File: config.mk
export PLATFORM = sky130hd
export DESIGN_NAME = dpsu_sqrt
export DESIGN_NICKNAME = d
export VERILOG_FILES = /design/src/hw/rtl/dpsu_sqrt.sv
export SDC_FILE = /design/constraint.sdc
export NUM_CORES = 2
export LEC_CHECK = 0
export BUFFER_PORTS_ARGS = -buffer_cell sky130_fd_sc_hd__buf_4
export CAP_MARGIN = 0
export CORE_UTILIZATION = 40
export CTS_BUF_LIST = sky130_fd_sc_hd__clkbuf_8
export DETAILED_ROUTE_END_ITERATION = 8
export MAX_ROUTING_LAYER = met4
export PLACE_DENSITY_LB_ADDON = 0.3
export SLEW_MARGIN = 20
export SYNTH_ARGS = -nofsm -noshare
export SYNTH_HDL_FRONTEND = slang
export SYNTH_SLANG_ARGS = --single-unit
File: constraint.sdc
create_clock -name clk -period 4.1 [get_ports clk]
set_clock_uncertainty 0.2 [all_clocks]
set_input_delay 0.82 -clock clk [delete_from_list [all_inputs] [get_ports clk]]
set_output_delay 0.82 -clock clk [all_outputs]
set_load 0.01 [all_outputs]
File: src/hw/rtl/dpsu_sqrt.sv
module dpsu_sqrt #(
  parameter int VW = 62,
  parameter int SW = 1
) (
  input  logic              clk,
  input  logic              rst_n,
  input  logic              in_valid,
  input  logic [VW-1:0]     in_val,
  input  logic [SW-1:0]     in_side,
  output logic              out_valid,
  output logic [VW/2-1:0]   out_root,
  output logic [SW-1:0]     out_side
);

  localparam int STEPS = VW / 2;

  logic          vld_r  [STEPS];
  logic [VW-1:0] rem_r  [STEPS];
  logic [VW-1:0] root_r [STEPS];
  logic [SW-1:0] side_r [STEPS];

  for (genvar k = 0; k < STEPS; k++) begin : g_step
    localparam logic [VW-1:0] BIT = VW'(1) << (VW - 2 - 2 * k);
    logic          vld_in;
    logic [VW-1:0] rem_in, root_in, rem_nxt, root_nxt, trial;
    logic [SW-1:0] side_in;

    if (k == 0) begin : g_first
      assign vld_in  = in_valid;
      assign rem_in  = in_val;
      assign root_in = '0;
      assign side_in = in_side;
    end else begin : g_next
      assign vld_in  = vld_r[k-1];
      assign rem_in  = rem_r[k-1];
      assign root_in = root_r[k-1];
      assign side_in = side_r[k-1];
    end

    always_comb begin
      trial = root_in + BIT;
      if (rem_in >= trial) begin
        rem_nxt  = rem_in - trial;
        root_nxt = (root_in >> 1) + BIT;
      end else begin
        rem_nxt  = rem_in;
        root_nxt = root_in >> 1;
      end
    end

    always_ff @(posedge clk) begin
      if (!rst_n) begin
        vld_r[k] <= 1'b0;
      end else begin
        vld_r[k] <= vld_in;
      end
    end

    always_ff @(posedge clk) begin
      rem_r[k]  <= rem_nxt;
      root_r[k] <= root_nxt;
      side_r[k] <= side_in;
    end
  end

  assign out_valid = vld_r[STEPS-1];
  assign out_root  = root_r[STEPS-1][VW/2-1:0];
  assign out_side  = side_r[STEPS-1];

endmodule

==> results.md <==
Timing:
- The number of max-slew violations in the final report came to 0.
- Setup repair after global routing left no endpoint under its margin.
- Headroom to the max-slew limit came out at 26.0%.
- The post-route minimum period is 3.91 ns.
- The hold violation count in the final report came to 0.
- The maximum operating frequency is 256 MHz.
- The worst path meets setup with 0.192 ns of slack.
- The final number of setup-violating endpoints is 0.
- The actual transition at the worst max-transition pin is 1.10 ns.
- The sum of negative setup slack is 0 ns.
- The post-route clock period utilization is 95.3%.

Route:
- The initial detailed-routing violation count is 4481.
- In the routed layout, each cell is associated on average with a via count of 5.19.
- The detail route stage leaves a number of antenna-violating nets equal to 0.
- After detailed routing, the average wire length per cell comes to 18.6 um.
- The detailed-router iteration count before antenna repair is 5.
- The DRC violations left is 0.
- The total routed wirelength is 240000 um.
- Summing over every cut layer, the via total after detailed routing is 67200.

Worst setup path:
- Walking the worst path, the cells encountered are or4_4 > nor4b_2 > or4b_1 > or3_1 > or4_1 > o21bai_4 > buf_4 > mux2_2.
- Among cell families on the critical path, the largest total delay comes from simple AND/OR/NAND/NOR gates.
- The worst-case reg-to-reg path depth is 8.
- The worst-path maximum fanout is 47.
- The worst setup path is captured at a flip-flop.
- The category of the critical setup timing path is reg -> reg.
- In this design, the stage delay of the slowest critical-path cell is 0.58 ns.
- The total number of cells along the worst setup path is 8.
- Together, buffers and inverters on the worst path number 1.
- The data required time of the critical path is 4.78 ns.
- STA puts the critical path data arrival time at 4.58 ns.
- The element type at the critical path start is a flip-flop.
- The slowest cell on the critical path is or4_4.

Placed design:
- The setup slack after placement is 0.141 ns.
- Summed over all nets, the half-perimeter wirelength after detailed placement is 187000 um.
- The count of buffers inserted at the top-level ports is 98.
- The placed instances occupy a cell area of 96300 um2.
- The routability congestion estimate is 0.945.

Floorplan:
- The floorplan step set the die width to 480 um.
- After floorplanning, the core was divided into 175 placement rows.
- For this design the top-level I/O count stands at 99.
- The core region is 227000 um2.
- The die span in y is 480 um.
- The die covers 231000 um2.
- The initial core utilization is 40.2%.

Final layout:
- The ratio of cells with drive above 1 in the final layout is 10.0%.
- Once layout is done, the placed cells without fillers occupy 105000 um2.
- The net count of the finished layout is 10200.
- The area added between synthesis and finish is 15.1%.

Clocking:
- The root buffer cell is clkbuf_8.
- The later pin in the worst-skew pair is clocked with a latency of 1.08 ns.
- The clock tree synthesis step divided the H-tree into 5 levels.
- The number of clock sinks seen by CTS is 2418.
- The number of buffers added by the clock tree synthesis step is 396.
- TritonCTS built the clock tree.
- The clock-pin slew reported for the worst setup and hold paths after clock tree synthesis is 0.06 ns.
- The longest clock path from root to sink contains 4 buffers.
- The setup fix buffers added after clock tree synthesis is 0.

Hold path:
- The min-delay analysis places its worst path in the category reg -> reg.
- Counting instances, the worst hold path has a depth of 0.

Logic synthesis:
- The number of enable flip-flop cells after synthesis is 0.
- The post-synthesis net count is 9736.
- Yosys printed 0 warnings.
- The synthesized design contains 2418 register bits.
- The synthesized area divided by synthesized cell count is 10.0 um2.
- In the synthesized netlist the async set-or-reset flop fraction comes to 0%.
- The area of the mapped netlist is 91500 um2.
- Synthesis instantiated 90 different standard cells from the library.
- The dominant cell type by area after synthesis is dfxtp_1.
- The most used flip-flop cell after synthesis is dfxtp_1.
- Of the synthesized area, sequential elements account for 52.9%.
- By instance count, the leading cell after synthesis is dfxtp_1.
- By area the synthesized netlist is led by dfxtp_1 53%, ha_1 7.2%, xnor2_1 4.4%.
- The area share of the leading cell type in the synthesized netlist is 52.9%.
- Counting instances in the post-synthesis netlist gives the leading cell types as 2418 x dfxtp_1, 681 x nor2_1, 655 x inv_1.
- The cell count after synthesis is 9145.

Power:
- The maximum VDD drop is 0.448 mV.
- The analysis attributes to cell leakage a power of 0.0484 uW.
- The total power per unit cell area is 699 nW/um2.

Global routing:
- The first global-routing pass estimated 371000 um of wire.
- The all-layer global routing usage is 20.9%.
- The pin count of the biggest net entering global routing is 52.
- The aggregate global routing overflow is 0.
- The number of global-route vias before repair is 66400.
- The number of antenna violations at the first check in global routing is 9.

Job:
- Across the run, the number of max-cap violations was 0.

Run status:
- The run finished with clean final reports.
## registers in the layout, summed over array words and instances (netlist names)
signal	cells
root_r	496
rem_r	1860
side_r	31
vld_r	31
## power breakdown
group          switching [uW]  leakage [uW]  total [uW]  internal, uW
Clock                    9260       0.00466       21300         12100
Combinational           10300        0.0235       18500          8180
Sequential               4940        0.0203       33700         28800
## cell type report
| cell class | instances | area, um2 |
|---|---|---|
| inverters | 658 | 2470 |
| multi-input cells | 5880 | 39900 |
| fillers | 21300 | 122000 |
| well taps | 3009 | 3760 |
| repair buffers | 280 | 2400 |
| diodes | 6 | 15.0 |
| flip-flops and latches | 2418 | 48400 |
| clock buffers | 504 | 6940 |
| clock inverters | 189 | 1310 |
## repair_timing
item / in CTS / in global routing
setup endpoints to repair: 0 / 5
hold endpoints to repair: 95 / 0
hold buffers: 67 / 0
resized for setup: 0 / 2
## layer usage
layer	vias to the layer above	GRT usage (%)	routed length, um	share of wire [%]
li1	33000	-	-	-
met1	31900	26.1	108000	45
met2	1816	34.0	112000	47
met3	500	3.23	12300	5.1
met4	0	7.79	8190	3.4
met5	-	-	0	0
## final timing paths
kind                         end      startpoint  slack, ns
hold / removal    root_r[1][593]  root_r[1][532]       0.08
setup reg to reg   rem_r[1][581]   rem_r[1][543]       0.19
setup / recovery   rem_r[1][581]   rem_r[1][543]       0.19
hold reg to reg   root_r[1][593]  root_r[1][532]       0.08
## worst reg2reg max path, delay by kind of cell, from the launching register on
kind	cells	cell delay, ns
AO/OA/AOI/OAI	1	0.22
buffers and inverters	1	0.30
flip-flops	1	0.35
AND/OR/NAND/NOR	5	2.35
multiplexers	1	0.35
## kinds of logic (layout without fill, tap and decap cells)
group	after synthesis	after routing	synth area share [%]
buf+inv	847	1631	3.52
xor+xnor	819	819	7.84
simple gates	2716	2716	15.6
compound gates	1708	1708	11.6
flops	2418	2418	52.9
mux	112	112	1.37
fa+ha+maj	525	525	7.18
other cells	0	6	0
## metrics by stage
step | util [%] | cells | power [uW] | hold slack (ns)
floorplan | - | 9145 | 45800 | 0.110
CTS | 46.3 | 12900 | 74000 | 0.0328
global route | 46.3 | 12900 | 77700 | 0.0621
finish | 46.3 | 12900 | 73500 | 0.0804
detailed placement | 42.4 | 12200 | 52300 | 0.113
global placement | 42.4 | 12200 | 52100 | 0.111
## cell usage in the layout, fill, tap and decap left out, types with 29 or more instances in the layout
cell           instances
nand4_1              158
nand2b_1             115
a211oi_1              47
xor2_1               361
nor3_1               235
buf_4                203
nand3_1              153
nor2_1               680
xnor2_1              458
nand2_1              480
clkinv_2              52
clkbuf_8             504
a21oi_1              624
o211ai_1              32
dfxtp_1             2418
o21ai_0              343
nand3b_1              29
a31oi_1               39
dlygate4sd3_1         67
nor4_1               309
and2_1                68
nor2b_1               56
nor4b_1               56
or4_1                 73
nand4b_1              42
or3_1                 85
or2_2                 39
o21bai_1              54
o21a_1               101
a21o_1               201
mux2_2               105
ha_1                 525
o31ai_1               36
a21boi_0              31
inv_1                760
and3_1                43
(Power assumes the default switching activity.)
